===== config.mk =====
export PLATFORM = sky130hd
export DESIGN_NAME = linear_scan_priority_queue
export DESIGN_NICKNAME = d
export VERILOG_FILES = /design/src/sv/lspq_pkg.sv /design/src/sv/lspq_store.sv /design/src/sv/lspq_ctrl.sv /design/src/sv/linear_scan_priority_queue.sv
export VERILOG_INCLUDE_DIRS = /design/src /design/src/sv
export SDC_FILE = /design/constraint.sdc
export NUM_CORES = 1
export LEC_CHECK = 0
export ABC_AREA = 1
export BUFFER_PORTS_ARGS = -buffer_cell sky130_fd_sc_hd__buf_2
export CAP_MARGIN = 20
export CORE_MARGIN = 5
export CORE_UTILIZATION = 59
export CTS_CLUSTER_SIZE = 8
export DETAILED_ROUTE_END_ITERATION = 10
export MAX_ROUTING_LAYER = met4
export PLACE_DENSITY = 0.85
export SYNTH_ARGS = -nofsm -noshare
export SYNTH_HDL_FRONTEND = slang
export SYNTH_SLANG_ARGS = --single-unit

===== constraint.sdc =====
create_clock -name clk -period 5.63 [get_ports clk]
set_input_delay 0 -clock clk [delete_from_list [all_inputs] [get_ports clk]]
set_output_delay 0 -clock clk [all_outputs]
set_load 0.005 [all_outputs]

===== src/sv/linear_scan_priority_queue_macros.svh =====
// Assertion macros of the linear scan priority queue RTL.
`ifndef LINEAR_SCAN_PRIORITY_QUEUE_MACROS_SVH
`define LINEAR_SCAN_PRIORITY_QUEUE_MACROS_SVH

`ifndef SYNTHESIS

// Checked on every rising edge while reset is released.
`define LSPQ_ASSERT(label, clk, rst_n, prop) \
    label: assert property (@(posedge clk) disable iff (!rst_n) prop) \
        else $error("lspq assertion failed");

// Checked on every rising edge, during reset as well.
`define LSPQ_ASSERT_ALWAYS(label, clk, prop) \
    label: assert property (@(posedge clk) prop) \
        else $error("lspq assertion failed");

`else

`define LSPQ_ASSERT(label, clk, rst_n, prop)
`define LSPQ_ASSERT_ALWAYS(label, clk, prop)

`endif

`endif


===== src/sv/lspq_pkg.sv =====
// Shared constants and types of the linear scan priority queue.
`timescale 1ns / 1ps

package lspq_pkg;

    localparam int CAPACITY      = 16;
    localparam int PRIORITY_BITS = 16;
    localparam int TAG_BITS      = 16;
    localparam int IDX_BITS      = $clog2(CAPACITY);
    localparam int CNT_BITS      = $clog2(CAPACITY + 1);
    localparam int STATUS_BITS   = 2;

    localparam logic [CNT_BITS-1:0] CAP_COUNT = CNT_BITS'(CAPACITY);

    localparam logic OP_PUSH   = 1'b0;
    localparam logic OP_REMOVE = 1'b1;

    localparam logic [STATUS_BITS-1:0] STATUS_OK    = 2'd0;
    localparam logic [STATUS_BITS-1:0] STATUS_EMPTY = 2'd1;
    localparam logic [STATUS_BITS-1:0] STATUS_FULL  = 2'd2;

    typedef struct packed {
        logic [TAG_BITS-1:0]      tag;
        logic [PRIORITY_BITS-1:0] prio;
    } entry_t;

    typedef struct packed {
        logic                we;
        logic [IDX_BITS-1:0] waddr;
        entry_t              wdata;
        logic [IDX_BITS-1:0] raddr;
    } mem_req_t;

    typedef struct packed {
        logic [TAG_BITS-1:0]      tag;
        logic [PRIORITY_BITS-1:0] prio;
        logic [STATUS_BITS-1:0]   status;
        logic [CNT_BITS-1:0]      occupancy;
    } result_t;

endpackage


===== src/sv/lspq_store.sv =====
// Entry store: one write port and one read port with registered read data.
`timescale 1ns / 1ps

module lspq_store
(
    input  logic               clk,
    input  lspq_pkg::mem_req_t mem_req,
    output lspq_pkg::entry_t   rd_data
);

    lspq_pkg::entry_t mem [lspq_pkg::CAPACITY];

    always_ff @(posedge clk)
    begin
        if (mem_req.we)
        begin
            mem[mem_req.waddr] <= mem_req.wdata;
        end
        rd_data <= mem[mem_req.raddr];
    end

endmodule


===== src/sv/lspq_ctrl.sv =====
// Sequencer of the priority queue: push, minimum scan and close-up of the store.
`timescale 1ns / 1ps

`include "linear_scan_priority_queue_macros.svh"

module lspq_ctrl
(
    input  logic                                 clk,
    input  logic                                 rst_n,
    input  logic                                 in_valid,
    output logic                                 in_ready,
    input  logic                                 operation,
    input  logic [lspq_pkg::TAG_BITS-1:0]        entry_tag,
    input  logic [lspq_pkg::PRIORITY_BITS-1:0]   entry_priority,
    input  logic                                 res_free,
    output logic                                 res_valid,
    output lspq_pkg::result_t                    res,
    output lspq_pkg::mem_req_t                   mem_req,
    input  lspq_pkg::entry_t                     rd_data
);

    localparam logic [2:0] ST_IDLE   = 3'd0;
    localparam logic [2:0] ST_EXEC   = 3'd1;
    localparam logic [2:0] ST_SCAN   = 3'd2;
    localparam logic [2:0] ST_SHIFT  = 3'd3;
    localparam logic [2:0] ST_FINISH = 3'd4;

    logic [2:0]                        state_reg, state_next;
    logic [lspq_pkg::CNT_BITS-1:0]     count_reg, count_next;
    logic [lspq_pkg::CNT_BITS-1:0]     ptr_reg, ptr_next;
    logic                              pend_reg, pend_next;
    logic [lspq_pkg::IDX_BITS-1:0]     pend_addr_reg, pend_addr_next;
    logic [lspq_pkg::IDX_BITS-1:0]     best_idx_reg, best_idx_next;
    lspq_pkg::entry_t                  best_reg, best_next;
    logic [lspq_pkg::STATUS_BITS-1:0]  status_reg, status_next;
    logic                              op_reg, op_next;
    lspq_pkg::entry_t                  item_reg, item_next;
    logic                              ptr_live;
    logic                              take_new;

    assign in_ready  = (state_reg == ST_IDLE);
    assign res_valid = (state_reg == ST_FINISH);
    assign ptr_live  = (ptr_reg < count_reg);

    // The single priority comparator: the entry just read beats the
    // best so far only when strictly lower, so the earliest one wins ties.
    assign take_new  = (pend_addr_reg == '0) || (rd_data.prio < best_reg.prio);

    always_comb
    begin
        mem_req.we    = 1'b0;
        mem_req.waddr = count_reg[lspq_pkg::IDX_BITS-1:0];
        mem_req.wdata = item_reg;
        mem_req.raddr = ptr_reg[lspq_pkg::IDX_BITS-1:0];
        if (state_reg == ST_EXEC && op_reg == lspq_pkg::OP_PUSH && count_reg != lspq_pkg::CAP_COUNT)
        begin
            mem_req.we = 1'b1;
        end
        else if (state_reg == ST_SHIFT && pend_reg)
        begin
            mem_req.we    = 1'b1;
            mem_req.waddr = pend_addr_reg - lspq_pkg::IDX_BITS'(1);
            mem_req.wdata = rd_data;
        end
    end

    always_comb
    begin
        res.status    = status_reg;
        res.occupancy = count_reg;
        if (op_reg == lspq_pkg::OP_REMOVE && status_reg == lspq_pkg::STATUS_OK)
        begin
            res.tag  = best_reg.tag;
            res.prio = best_reg.prio;
        end
        else
        begin
            res.tag  = '0;
            res.prio = '0;
        end
    end

    always_comb
    begin
        state_next     = state_reg;
        count_next     = count_reg;
        ptr_next       = ptr_reg;
        pend_next      = pend_reg;
        pend_addr_next = pend_addr_reg;
        best_idx_next  = best_idx_reg;
        best_next      = best_reg;
        status_next    = status_reg;
        op_next        = op_reg;
        item_next      = item_reg;
        case (state_reg)
            ST_IDLE:
            begin
                if (in_valid)
                begin
                    op_next        = operation;
                    item_next.tag  = entry_tag;
                    item_next.prio = entry_priority;
                    state_next     = ST_EXEC;
                end
            end
            ST_EXEC:
            begin
                status_next = lspq_pkg::STATUS_OK;
                state_next  = ST_FINISH;
                if (op_reg == lspq_pkg::OP_PUSH)
                begin
                    if (count_reg == lspq_pkg::CAP_COUNT)
                    begin
                        status_next = lspq_pkg::STATUS_FULL;
                    end
                    else
                    begin
                        count_next = count_reg + lspq_pkg::CNT_BITS'(1);
                    end
                end
                else if (count_reg == '0)
                begin
                    status_next = lspq_pkg::STATUS_EMPTY;
                end
                else
                begin
                    ptr_next   = '0;
                    pend_next  = 1'b0;
                    state_next = ST_SCAN;
                end
            end
            ST_SCAN:
            begin
                // Reads run one entry ahead of the compare.
                pend_next      = ptr_live;
                pend_addr_next = ptr_reg[lspq_pkg::IDX_BITS-1:0];
                if (ptr_live)
                begin
                    ptr_next = ptr_reg + lspq_pkg::CNT_BITS'(1);
                end
                if (pend_reg && take_new)
                begin
                    best_next     = rd_data;
                    best_idx_next = pend_addr_reg;
                end
                if (!ptr_live && !pend_reg)
                begin
                    ptr_next   = {1'b0, best_idx_reg} + lspq_pkg::CNT_BITS'(1);
                    state_next = ST_SHIFT;
                end
            end
            ST_SHIFT:
            begin
                // Each entry behind the removed one is read and then written
                // one place lower on the following cycle.
                pend_next      = ptr_live;
                pend_addr_next = ptr_reg[lspq_pkg::IDX_BITS-1:0];
                if (ptr_live)
                begin
                    ptr_next = ptr_reg + lspq_pkg::CNT_BITS'(1);
                end
                if (!ptr_live && !pend_reg)
                begin
                    count_next = count_reg - lspq_pkg::CNT_BITS'(1);
                    state_next = ST_FINISH;
                end
            end
            ST_FINISH:
            begin
                if (res_free)
                begin
                    state_next = ST_IDLE;
                end
            end
            default:
            begin
                state_next = ST_IDLE;
            end
        endcase
    end

    always_ff @(posedge clk or negedge rst_n)
    begin
        if (!rst_n)
        begin
            state_reg <= ST_IDLE;
            count_reg <= '0;
            pend_reg  <= 1'b0;
        end
        else
        begin
            state_reg <= state_next;
            count_reg <= count_next;
            pend_reg  <= pend_next;
        end
    end

    always_ff @(posedge clk)
    begin
        ptr_reg       <= ptr_next;
        pend_addr_reg <= pend_addr_next;
        best_idx_reg  <= best_idx_next;
        best_reg      <= best_next;
        status_reg    <= status_next;
        op_reg        <= op_next;
        item_reg      <= item_next;
    end

    `LSPQ_ASSERT(a_count_bound, clk, rst_n, count_reg <= lspq_pkg::CAP_COUNT)
    `LSPQ_ASSERT(a_count_step, clk, rst_n, count_reg != $past(count_reg) |-> (count_reg == $past(count_reg) + lspq_pkg::CNT_BITS'(1) || count_reg == $past(count_reg) - lspq_pkg::CNT_BITS'(1)))
    `LSPQ_ASSERT(a_scan_in_range, clk, rst_n, (state_reg == ST_SCAN && pend_reg) |-> ({1'b0, pend_addr_reg} < count_reg))
    `LSPQ_ASSERT(a_shift_write_order, clk, rst_n, (state_reg == ST_SHIFT && pend_reg) |-> (pend_addr_reg > best_idx_reg))
    `LSPQ_ASSERT(a_count_idle_stable, clk, rst_n, (state_reg == ST_IDLE || state_reg == ST_FINISH || state_reg == ST_SCAN) |=> $stable(count_reg))

endmodule


===== src/sv/linear_scan_priority_queue.sv =====
// Top level of the linear scan priority queue.
`timescale 1ns / 1ps

// Bounded priority queue of lspq_pkg::CAPACITY entries kept in insertion order
// in a single-port-read, single-port-write store. Each accepted item gives one
// result beat. A remove reads every held entry once through the store's read
// port to find the lowest priority (earliest entry on ties), then moves each
// later entry one place down, one entry per cycle. The input is taken one item
// at a time; a finished result waits in an output register so the next item
// can start before it is taken.
module linear_scan_priority_queue
(
    input  logic                                  clk,
    input  logic                                  rst_n,
    input  logic                                  in_valid,
    output logic                                  in_ready,
    input  logic                                  operation,
    input  logic [lspq_pkg::TAG_BITS-1:0]         entry_tag,
    input  logic [lspq_pkg::PRIORITY_BITS-1:0]    entry_priority,
    output logic                                  out_valid,
    input  logic                                  out_ready,
    output logic [lspq_pkg::TAG_BITS-1:0]         out_tag,
    output logic [lspq_pkg::PRIORITY_BITS-1:0]    out_priority,
    output logic [lspq_pkg::STATUS_BITS-1:0]      status,
    output logic [lspq_pkg::CNT_BITS-1:0]         occupancy,
    output logic                                  is_empty
);

    lspq_pkg::mem_req_t mem_req;
    lspq_pkg::entry_t   rd_data;
    lspq_pkg::result_t  res;
    logic               res_valid;
    logic               res_free;
    logic               out_valid_reg, out_valid_next;
    lspq_pkg::result_t  out_reg, out_next;

    assign res_free = !out_valid_reg || out_ready;

    lspq_ctrl u_ctrl
    (
        .clk            (clk),
        .rst_n          (rst_n),
        .in_valid       (in_valid),
        .in_ready       (in_ready),
        .operation      (operation),
        .entry_tag      (entry_tag),
        .entry_priority (entry_priority),
        .res_free       (res_free),
        .res_valid      (res_valid),
        .res            (res),
        .mem_req        (mem_req),
        .rd_data        (rd_data)
    );

    lspq_store u_store
    (
        .clk     (clk),
        .mem_req (mem_req),
        .rd_data (rd_data)
    );

    always_comb
    begin
        out_valid_next = out_valid_reg;
        out_next       = out_reg;
        if (res_valid && res_free)
        begin
            out_valid_next = 1'b1;
            out_next       = res;
        end
        else if (out_ready)
        begin
            out_valid_next = 1'b0;
        end
    end

    always_ff @(posedge clk or negedge rst_n)
    begin
        if (!rst_n)
        begin
            out_valid_reg <= 1'b0;
        end
        else
        begin
            out_valid_reg <= out_valid_next;
        end
    end

    always_ff @(posedge clk)
    begin
        out_reg <= out_next;
    end

    assign out_valid    = out_valid_reg;
    assign out_tag      = out_reg.tag;
    assign out_priority = out_reg.prio;
    assign status       = out_reg.status;
    assign occupancy    = out_reg.occupancy;
    assign is_empty     = (out_reg.occupancy == '0);

endmodule


Word level (Yosys, flattened, before mapping)

Memories as Yosys holds them, arrays and structs flattened. A register that Yosys moved wholly into a read port is not among the register bits.
Index checks and enable logic that the tools add are counted.

Register bits: 129
Memory bits (writable): 512
Output and inout bits: 42
Memories: 1

Memory list:

| name        | words | bits a word | rd ports | clocked after memory_dff | wr ports | RTL line         | text |
|---|---|---|---|---|---|---|---|
| u_store.mem | 16    | 32          | 1        | 1                        | 1        | lspq_store.sv:11 | `lspq_pkg::entry_t mem [lspq_pkg::CAPACITY];` |

$add $sub $neg: 5
Order comparisons: 2
Equality and inequality tests: 14
Multiplexer cells: 29
Bitwise operators: 1
Reductions and logical operators: 28

Operator list:

| cell                                                               | count |
|---|---|
| 37-bit 2-to-1 mux                                                  | 1 |
| 36-bit 2-to-1 mux                                                  | 1 |
| 5-bit 2-to-1 mux                                                   | 7 |
| 3-bit 2-to-1 mux                                                   | 6 |
| 16-bit < comparator                                                | 1 |
| 3-bit case mux with 5 select lines                                 | 1 |
| 5-bit case mux with 3 select lines                                 | 1 |
| 5-bit by 1-bit adder with 5-bit output, second input constant      | 2 |
| 5-bit zero test                                                    | 2 |
| 2-bit != test, second input constant                               | 5 |
| 5-bit case mux with 2 select lines                                 | 1 |
| 1-bit 2-to-1 mux                                                   | 8 |
| 4-bit AND reduction                                                | 2 |
| 1-bit logical AND                                                  | 7 |
| 3-bit by 2-bit == test with 1-bit output, second input constant    | 2 |
| 2-bit by 1-bit != test with 1-bit output, second input constant    | 3 |
| 3-bit AND reduction                                                | 2 |
| 2-bit nonzero test                                                 | 3 |
| 4-bit by 1-bit adder with 5-bit output, second input constant      | 1 |
| 5-bit == test, second input constant                               | 1 |
| 5-bit < comparator                                                 | 1 |
| 5-bit != test, second input constant                               | 1 |
| 5-bit by 1-bit subtractor with 5-bit output, second input constant | 1 |
| 4-bit zero test                                                    | 1 |
| 13 further kinds                                                   | 18 |

Depth between registers and ports, before layout

Gate-level depths: netlist of the first run.

Depth in word-level cells: 6
Mapped depth: 11
Gate-level depth less buffers: 11

Modules after synthesis

From an unflattened synthesis of the first run, not the netlist that was laid out.

Cells, all modules: 2,647
Area total of the unflattened synthesis: 28,517.4 um^2

Modules (own cells, without submodules):

| module                     | instances | cells an instance | area each (um^2) |
|---|---|---|---|
| lspq_store                 | 1         | 2,120             | 22,730.6 |
| lspq_ctrl                  | 1         | 475               | 4,544.4 |
| linear_scan_priority_queue | 1         | 52                | 1,242.4 |

Least setup slack after synthesis of the first run

No wires, ideal clock.

Path kind: reg2reg
From: register u_ctrl.state_reg[2]
To: memory u_store.mem[14][0] in the netlist's numbering (enable)
Arrival time: 3.429 ns
Required time: 5.169 ns
Path slack: 1.740 ns
Cell stages (with the launch flop): 11
Path buffers: 1
Path through: dfrtp_1 inv_1 nand2_2 nor2_8 nand2_4 buf_6 nand2_2 o21ai_4 inv_2 nand2_2 nor3_1

Cells in the longest elaborated chain, start to end: 6
Elaborated cells on any way between the ends: 10
Classes of those cells: 2 x eq/ne; 5 x mux; 3 x reduce/logical

Ends and longest elaborated chain:

| element                                                                                              | RTL line                         | text |
|---|---|---|
| start: declaration                                                                                   | lspq_ctrl.sv:28                  | `logic [2:0] state_reg, state_next;` |
| start signal: assignment                                                                             | lspq_ctrl.sv:192                 | `state_reg <= state_next;` |
| 3-bit by 2-bit == test with 1-bit output or 3-bit by 1-bit == test with 1-bit output (tied branches) | lspq_ctrl.sv:59, lspq_ctrl.sv:55 |  |
| 1-bit logical AND, on equally long branches                                                          | lspq_ctrl.sv:59, lspq_ctrl.sv:55 |  |
| 37-bit 2-to-1 mux or 1-bit logical AND (tied branches)                                               | lspq_ctrl.sv:59, lspq_ctrl.sv:55 |  |
| 1-bit 2-to-1 mux                                                                                     | lspq_ctrl.sv:55                  | `if (state_reg == ST_EXEC && op_reg == lspq_pkg::OP_PUSH && count_reg != lspq_pkg::CAP_COUNT)` |
| 1-bit 2-to-1 mux                                                                                     | lspq_store.sv:15                 | `if (mem_req.we)` |
| 1-bit 2-to-1 mux (not written as such)                                                               | lspq_store.sv:17                 | `mem[mem_req.waddr] <= mem_req.wdata;` |
| end: declaration                                                                                     | lspq_store.sv:11                 |  |

Parallel ways exist; a longest one is shown, timed or not.

Final worst setup path of the first run

From: register u_ctrl.state_reg[2]
To: memory u_store.mem[2][21] in the netlist's numbering (enable)

The elaborated chain is that of the path after synthesis.

==> results, run 1 <==
- Synthesis handed over a netlist of 2,100 instances.
- The analysis attributes to cell leakage a power of 11.1 nW.
- The startpoint identified for the worst register-to-register timing path is u_ctrl.state_reg[2]$_DFFE_PN0P_.
- The largest individual stage delay along the critical path comes from the cell sky130_fd_sc_hd__nor2_4.
- The clock transition at the registers of the reported paths is 0.05 ns.
- The reg-to-reg endpoint is u_store.mem[2][21]$_DFFE_PP_.
- The global-route wire length before repair is 103,000 um.
- The final critical path takes up 72.4% of the cycle.
- Once the floorplan was initialized, standard cells occupied 59.8% of the core.
- STA classifies the critical path endpoint as a flip-flop.
- The share of total power dissipated in combinational logic is 28.0%.
- The number of distinct library cells after synthesis is 35.
- Across the VDD grid, the largest voltage drop is 0.740 mV.
- The design draws 0.0167 W.
- The number of antenna violations at the first check in global routing came to 1.
- The count of buffers from port buffering is 78.
- The switching power total is 0.00592 W.
- The run finished with clean final reports.
- The register with the most flip-flops in the layout has 512 of them.
- The combined area of all synthesized cells is 0.0265 sq mm.
- The critical path required time is 5.84 ns.
- Using the TritonRoute via totals, the vias-per-cell ratio works out to 6.18.
- The die outline area is 0.0493 sq mm.
- The clock latency of the later-clocked register in the worst-skew pair is 0.62 ns.
- The first detailed-routing pass ran for 8 iterations.
- In the final routed layout, each cell accounts on average for 23.6 um.
- The layout has 2,660 filler cells.
- Detailed placement ended at an HPWL of 37,900 um.
- The clock power share is 31.3%.
- The total via count after detailed routing is 17.9k.
- The die width is 222 um.
- Setup violations remaining at the end of the flow were counted as 0.
- The maximum buffer depth of the clock tree is 3.
- The core region is 0.0443 sq mm.
- The maximum number of pins on one net before global-route repair is 264.
- The count of standard-cell rows is 77.
- Counting the buffers created by CTS gives 94.
- The average footprint of a synthesized cell is 12.6 sq um.
- The number of buffers and inverters on the critical path is 2.
- In this run the number of cells on the critical path is 9.
- The final-report max-slew violation count is 0.
- The switching share of power is 35.4%.
- The total of warnings raised by yosys is 0.
- In this run the post-CTS setup repair buffer count came out at 0.
- The number of levels in the clock H-tree is 3.
- The highest clock frequency the design can meet is 0.245 GHz.
- In this design, the stage delay of the slowest critical-path cell is 0.91 ns.
- The total congestion overflow is 0.
- The class of the tightest hold or removal check is primary input to flip-flop.
- Relative to the synthesized area, the layout overhead comes to 15.7%.
- The first routing iteration left 2,529 violations.
- The CTS tree is built.
- The number of top-level pins is 79.
- The ratio of total power to cell area is 545 mW/mm^2.
- Data arrives at the worst endpoint at 4.29 ns.
- The number of cells traversed by the worst hold path is 2.
- Global routing consumed, over all layers together, 27.8% of the routing resources.
- For the pin with the worst max-slew slack, the measured transition is 1.24 ns.
- The antenna violation net count after detailed routing is 0.
- Setup repair after global routing left no endpoint under its margin.
- At the end of the flow the core is filled with cells to 69.2%.
- The hold violation total from the final report is 0.
- Ranked by flip-flop count, first place goes to u_store.mem.
- The headroom to the max-slew limit is 17.3%.
- The worst setup path is launched from a flip-flop.
- The post-layout minimum cycle time is 4.08 ns.
- After detailed routing, the number of remaining DRC violations is 0.
- The number of cells on the worst reg-to-reg path is 9.
- Across all hold checks on the routed design, the worst slack comes to 0.0883 ns.
- The most critical setup path has its startpoint at u_ctrl.state_reg[2]$_DFFE_PN0P_.
- Clock skew on the completed layout was measured at 0.0245 ns.
- The flop and latch count out of synthesis is 673.
- The die height is 222 um.
- For this design, the sink count on the clock tree is 673.
- Max-cap violations in this run came to 0.
- Along the worst path, the maximum fanout reaches 42.
- Setup slack on the worst reg-to-reg path comes out at 1.55 ns.
- Routability-driven placement finished with a final weighted congestion of 0.886.
- The detailed-route wire length is 68,300 um.
- The startpoint-to-endpoint class of the critical path is flip-flop to flip-flop.
- Summing the sequential cell areas from Yosys gives 74.8% of the chip area.
- In this run the worst setup path terminates at u_store.mem[2][21]$_DFFE_PP_.
- The number of cells upsized or downsized after cts is 0.
- The sequential power share is 40.7%.
- In the final layout, the share of cells above drive strength 1 is 10.4%.
- The internal power of the cells totals 0.0108 W.
- The root buffer selected by CTS is sky130_fd_sc_hd__clkbuf_16.
- The signal on the critical path passes through inv_1 > nand2_2 > nor2_8 > nand2_4 > inv_2 > nand3_1 > nand2_2 > nand2_1 > nor2_4.
- The number of nets in the synthesized netlist is 2,164.
- The number of nets at the end of the flow is 2,291.
- The number of global-route vias before repair is 17.6k.
- After clock tree synthesis, the flow added hold-fix buffers numbering 37.
- The setup TNS is 0 ns.
- Broken down by cell family, the worst path's largest delay share belongs to simple AND/OR/NAND/NOR gates.
- By instance count, the cell type seen most on the critical path is sky130_fd_sc_hd__nand2_2.
==> final cells by class <==
type / count / area [sq um] / area share (%)
flip-flops and latches: 673 / 19800 / 64.7
multi-input cells: 1188 / 5840 / 19.1
clock buffers: 170 / 2700 / 8.81
repair buffers: 138 / 987 / 3.22
well taps: 592 / 741 / 2.42
inverters: 132 / 500 / 1.63
clock inverters: 4 / 46.3 / 0.151
diodes: 2 / 5.00 / 0.0163
==> cells by family after synthesis <==
group	Yosys count	share of synthesized area (%)
flops	673	74.8
compound gates	353	7.96
buf+inv	239	3.64
xor+xnor	8	0.264
simple gates	800	12.0
fa+ha+maj	27	1.30
==> cell usage in the layout (no fill, tap or decap), drive strengths merged <==
| cell type | instances |
|---|---|
| a21oi | 37 |
| a31oi | 7 |
| buf | 101 |
| clkbuf | 170 |
| clkinv | 1 |
| dfrtp | 10 |
| dfxtp | 32 |
| diode | 2 |
| dlygate4sd3 | 37 |
| edfxtp | 631 |
| fa | 1 |
| ha | 26 |
| inv | 135 |
| nand2 | 419 |
| nand3 | 72 |
| nand4 | 7 |
| nor2 | 292 |
| nor3 | 9 |
| nor3b | 1 |
| o2111ai | 36 |
| o211ai | 57 |
| o21ai | 187 |
| o22ai | 24 |
| o31ai | 5 |
| xnor2 | 3 |
| xor2 | 5 |
==> how the worst min path moves through the flow <==
stage / startpoint / slack [ns] / endpoint
2_1_floorplan: rst_n / -0.30 / out_valid$_DFFE_PN0P_
3_3_place_gp: rst_n / -0.13 / out_valid$_DFFE_PN0P_
3_5_place_dp: rst_n / -0.13 / out_valid$_DFFE_PN0P_
4_1_cts: entry_tag[1] / 0.08 / u_ctrl.item_reg[17]$_DFFE_PP_
5_1_grt: entry_priority[2] / 0.1 / u_ctrl.item_reg[2]$_DFFE_PP_
6_report: entry_tag[1] / 0.09 / u_ctrl.item_reg[17]$_DFFE_PP_
==> worst register-to-register path: cells and delay by family (launching register included) <==
family / cells / cell delay (ns)
DFF: 1 / 0.42
buffers and inverters: 2 / 0.78
and+or+nand+nor: 7 / 2.45
==> per-stage QoR <==
step	area [sq um]	worst slack, ns	cells
final	30700	1.55	2899
after global routing	30700	1.38	2898
after global placement	27500	1.98	2684
after detailed placement	27500	1.72	2684
after CTS	30600	1.63	2895
after floorplan	26500	1.74	2100
==> power by group through the flow <==
stage	logic [W]	clock network, W	registers, W
6_report	0.00468	0.00522	0.00680
2_1_floorplan	0.00291	0	0.00668
4_1_cts	0.00452	0.00524	0.00678
3_5_place_dp	0.00437	0	0.00685
3_3_place_gp	0.00412	0	0.00682
5_1_grt	0.00501	0.00549	0.00682
==> cell usage after synthesis <==
library cell	count	share of area [%]
sky130_fd_sc_hd__buf_6	1	0.042
sky130_fd_sc_hd__o2111ai_1	36	1.2
sky130_fd_sc_hd__buf_2	45	0.85
sky130_fd_sc_hd__o21ai_0	173	3.3
sky130_fd_sc_hd__o211ai_1	57	1.6
sky130_fd_sc_hd__nand3_1	69	1.3
sky130_fd_sc_hd__ha_1	26	1.2
sky130_fd_sc_hd__a31oi_1	7	0.17
sky130_fd_sc_hd__o31ai_1	5	0.14
sky130_fd_sc_hd__fa_1	1	0.076
sky130_fd_sc_hd__xnor2_1	3	0.099
sky130_fd_sc_hd__a21oi_1	37	0.70
sky130_fd_sc_hd__nand2_1	413	5.8
sky130_fd_sc_hd__nand2_2	5	0.12
sky130_fd_sc_hd__dfrtp_1	10	0.94
sky130_fd_sc_hd__nor3_1	9	0.17
sky130_fd_sc_hd__xor2_1	5	0.17
sky130_fd_sc_hd__o21ai_2	1	0.033
sky130_fd_sc_hd__edfxtp_1	631	71
sky130_fd_sc_hd__inv_2	4	0.057
sky130_fd_sc_hd__buf_1	1	0.014
sky130_fd_sc_hd__clkbuf_1	59	0.84
sky130_fd_sc_hd__dfxtp_1	32	2.4
sky130_fd_sc_hd__nor2_1	291	4.1
sky130_fd_sc_hd__o21ai_1	12	0.23
sky130_fd_sc_hd__nand4_1	7	0.17
sky130_fd_sc_hd__o21ai_4	1	0.061
sky130_fd_sc_hd__nand3_2	3	0.11
sky130_fd_sc_hd__buf_4	1	0.028
sky130_fd_sc_hd__inv_1	127	1.8
sky130_fd_sc_hd__nor3b_1	1	0.028
sky130_fd_sc_hd__nor2_8	1	0.076
sky130_fd_sc_hd__clkinv_1	1	0.014
sky130_fd_sc_hd__o22ai_1	24	0.57
sky130_fd_sc_hd__nand2_4	1	0.042
==> layer usage <==
layer / vias to the layer above / routed length [um] / track usage, %
met5: - / 0 / -
met4: 0 / 2990 / 11.4
met3: 244 / 8760 / 6.81
met2: 1380 / 32700 / 43.8
met1: 8584 / 23800 / 35.3
li1: 7702 / - / -
Power figures use the tool's default switching activity.
==> inputs of run 2 (changes only) <==
- ABC_AREA: 1 -> 0
- clock period: 5.63 -> 3.85 ns (I/O delays scaled with it)
==> results, run 2 <==
- The clock latency of the later-clocked register in the worst-skew pair is 0.63 ns.
- The total half-perimeter wirelength after legalization and detailed placement is 35,000 um.
- The average footprint of a synthesized cell is 18.6 sq um.
- The count of buffers from port buffering is 78.
- The ratio of total power to cell area is 795 mW/mm^2.
- The number of levels in the clock H-tree is 3.
- The fraction of the mapped netlist area in adder cells is 1.33%.
- The count of standard-cell rows is 77.
- The most frequent standard cell in the layout excluding fill and tap cells is sky130_fd_sc_hd__edfxtp_1.
- The number of buffers and inverters on the critical path is 3.
- The number of nets at the end of the flow is 1,636.
- For this run, the top clock speed supported by timing is 0.276 GHz.
- The capturing element type of the critical path is a flip-flop.
- Setup repair after global routing left no endpoint under its margin.
- The setup slack of the most critical reg-to-reg path is 0.23 ns.
- The layout has 2,483 filler cells.
- The number of iterations in the first detailed-routing pass is 6.
- The library cells used most frequently in the layout, excluding fill and tap cells, are 631 x sky130_fd_sc_hd__edfxtp_1, 99 x sky130_fd_sc_hd__mux2i_1, 95 x sky130_fd_sc_hd__clkbuf_16.
- The floorplan step defined a die boundary enclosing 0.0485 sq mm.
- The tree is rooted in a sky130_fd_sc_hd__clkbuf_16.
- The share of the cycle needed by the critical path after routing is 94.0%.
- The die width is 220 um.
- Summing all placed instances gives a cell area of 0.0272 sq mm.
- The area share of and/or/nand/nor cells after synthesis is 3.02%.
- The area inside the core boundary is 0.0439 sq mm.
- The total congestion overflow is 0.
- The hold violation total from the final report is 0.
- Across the run, the number of max-cap violations was 0.
- For this run, design rule violations remaining after detail routing come to 0.
- The compound-gate portion of the synthesized area is 5.31%.
- STA classifies the critical path startpoint as a flip-flop.
- The biggest area contributor in the post-synthesis netlist is sky130_fd_sc_hd__edfxtp_1.
- The combined area of all synthesized cells is 0.0261 sq mm.
- The number of distinct library cells after synthesis is 59.
- The register with the most flip-flops in the layout has 512 of them.
- TritonCTS built the clock tree.
- The clock transition at the registers of the reported paths is 0.05 ns.
- The xor-xnor portion of the synthesized cell area is 0.370%.
- The detailed-route wire length is 66,600 um.
- The post-route standard cell area excluding fillers is 0.0304 sq mm.
- The area share of the largest cell type after synthesis is 72.7%.
- The headroom to the max-slew limit is 24.5%.
- Counting every net in the synthesized netlist gives 1,467.
- The standby leakage power is 10.4 nW.
- The count of buffers added by post-CTS timing repair for setup is 0.
- On the critical path, the stage with the largest delay is an instance of sky130_fd_sc_hd__nor2_4.
- The total power is 0.0242 W.
- The diode insertion count for antenna repair is 0.
- The clock skew is 0.0228 ns.
- For this run, the number of Yosys warnings is 0.
- The number of antenna violations at the first check in global routing is 0.
- Subtracting the final worst setup slack from the clock period gives 3.62 ns.
- The library cell appearing most often on the critical path is sky130_fd_sc_hd__inv_1.
- Multiplexer cells account for 12.1% of the synthesized area.
- The flop and latch count out of synthesis is 673.
- The final route contains 14.9k vias.
- The arrival time of data at the critical path endpoint is 3.85 ns.
- At the pin with the least slew margin, the transition time is 1.13 ns.
- Across the whole layout, storage elements account for 0.0198 sq mm.
- The largest family of logic cells by synthesized area is multiplexers.
- At the end of routability-driven placement, the weighted congestion stood at 0.932.
- During I/O placement, the number of pins put on the boundary was 79.
- After clock tree synthesis, the flow added hold-fix buffers numbering 36.
- The mean routed wirelength per cell is 29.7 um.
- Sequential elements use 76.1% of the synthesized area.
- The total global routing track utilization is 27.7%.
- The maximum number of pins on one net before global-route repair is 76.
- After synthesis, the most frequently instantiated cells are 631 x sky130_fd_sc_hd__edfxtp_1, 99 x sky130_fd_sc_hd__mux2i_1, 73 x sky130_fd_sc_hd__o21ai_0.
- The antenna violation net count after detailed routing is 0.
- The maximum buffer depth of the clock tree is 3.
- The floorplan step set the die height to 220 um.
- The worst setup path is of the flip-flop to flip-flop kind.
- Among all cell types in the netlist, the one instantiated most often is sky130_fd_sc_hd__edfxtp_1.
- Counting every sink on the clock net gives 673.
- The largest register by flop count is u_store.mem.
- The critical path goes through inv_1 > nand2_1 > inv_1 > nand3_2 > nor2_1 > a32oi_1 > buf_4 > nor2_4.
- The number of flops mapped to enable cells by yosys is 631.
- After routing, the total negative slack on setup checks comes to 0 ns.
- In this run, the number of DRC markers left after iteration 0 of detailed routing was 2,495.
- From synthesis to final layout, the design area changed by 16.8%.
- The final-report max-slew violation count is 0.
- The number of vias per cell is 6.64.
- The flip-flop cell with the highest count after synthesis is sky130_fd_sc_hd__edfxtp_1.
- The min-delay analysis places its worst path in the category primary input to flip-flop.
- The area occupied by multi-input gates is 0.00594 sq mm.
- Data on the critical path is required at its endpoint by 4.09 ns.
- For this configuration, the core starts out at a cell density of 59.3%.
- The run finished with clean final reports.
- Of all nets on the critical path, the largest fanout is 32.
- The global-route wire length before repair is 95,300 um.
- After synthesis, the share of flip-flops with an asynchronous set or reset is 1.49%.
- The maximum ir drop on the vdd rail is 0.520 mV.
- Setup violations remaining at the end of the flow were counted as 0.
- The number of cells upsized or downsized after cts is 0.
- The cell count after synthesis is 1,403.
- On the critical path the largest part of the delay comes from simple AND/OR/NAND/NOR gates.
- The largest single stage delay on the critical path is 0.78 ns.
- In the post-synthesis netlist, the biggest area contributors are sky130_fd_sc_hd__edfxtp_1 73%, sky130_fd_sc_hd__mux4_2 5.5%, sky130_fd_sc_hd__mux2i_1 3.8%.
- The post-route netlist has 21.9% of its cells at a drive strength greater than 1.
- The number of global-route vias before repair came to 15.0k.
- The number of buffers inserted during clock tree synthesis is 94.
## run 2: changes by cell type after synthesis, moves of 35 or more
cell / delta
sky130_fd_sc_hd__nand2_1: -367
sky130_fd_sc_hd__nor2_1: -259
sky130_fd_sc_hd__o21ai_0: -100
sky130_fd_sc_hd__inv_1: -99
sky130_fd_sc_hd__mux2i_1: +99
sky130_fd_sc_hd__mux2_2: +65
sky130_fd_sc_hd__mux4_2: +64
sky130_fd_sc_hd__nand3_1: -64
sky130_fd_sc_hd__o211ai_1: -57
sky130_fd_sc_hd__o2111ai_1: -36
sky130_fd_sc_hd__and2_1: +35
## run 2: through the flow
step	hold slack (ns)	util (%)	cells	worst slack (ns)
5_1_grt	0.0679	69.3	2242	0.0964
3_5_place_dp	-0.124	61.9	2022	0.398
3_3_place_gp	-0.125	61.9	2022	0.607
2_1_floorplan	-0.296	-	1403	0.320
6_report	0.0417	69.3	2242	0.231
4_1_cts	0.0632	68.9	2232	0.330
## run 2: area by class of cell
cell class	count	share of cell area, %
multi-input cells	636	19.5
well taps	592	2.43
inverters	28	0.345
repair buffers	139	3.65
flip-flops and latches	673	65.2
clock buffers	169	8.72
clock inverters	5	0.181
## run 2: worst paths after layout
kind | startpoint | cells past startpoint | end
worst max register to register | u_ctrl.state_reg[2]$_DFFE_PN0P_ | 8 | u_store.mem[14][24]$_DFFE_PP_
worst max-delay path | u_ctrl.state_reg[2]$_DFFE_PN0P_ | 8 | u_store.mem[14][24]$_DFFE_PP_
worst min register to register | u_store.rd_data[20]$_DFF_P_ | 0 | u_ctrl.best_reg[20]$_DFFE_PP_
worst min-delay path | in_valid | 2 | u_ctrl.item_reg[12]$_DFFE_PP_
max in group asynchronous | rst_n | 3 | u_ctrl.count_reg[2]$_DFFE_PN0P_
min in group asynchronous | rst_n | 3 | u_ctrl.count_reg[3]$_DFFE_PN0P_
## run 2: cell families (layout without fill, tap and decap cells)
| group | Yosys count | count (layout) |
|---|---|---|
| DFF | 673 | 673 |
| AOI/OAI and AO/OA | 214 | 214 |
| and+or+nand+nor | 156 | 156 |
| muxes | 228 | 228 |
| xor gates and xnor gates | 11 | 11 |
| buffers and inverters | 94 | 341 |
| adders and majority gates | 27 | 27 |
## run 2: metal layers
layer  global-route usage (%)  routed length [um]  part of all wire [%]
met1                     36.6               23900                    36
met2                     42.1               31700                    48
met3                     7.91                8630                    13
met4                     10.2                2340                   3.5
met5                        -                   0                     0
## run 2: power breakdown
part	switching (W)	total (W)	internal, W
logic	0.00434	0.00665	0.00231
registers	0.000576	0.00992	0.00934
clock network	0.00303	0.00765	0.00462
## run 2: worst reg2reg max path, stage by stage, from the launching register on
cell	delay [ns]
sky130_fd_sc_hd__dfrtp_1	0.40
sky130_fd_sc_hd__inv_1	0.12
sky130_fd_sc_hd__nand2_1	0.23
sky130_fd_sc_hd__inv_1	0.31
sky130_fd_sc_hd__nand3_2	0.46
sky130_fd_sc_hd__nor2_1	0.40
sky130_fd_sc_hd__a32oi_1	0.25
sky130_fd_sc_hd__buf_4	0.28
sky130_fd_sc_hd__nor2_4	0.78
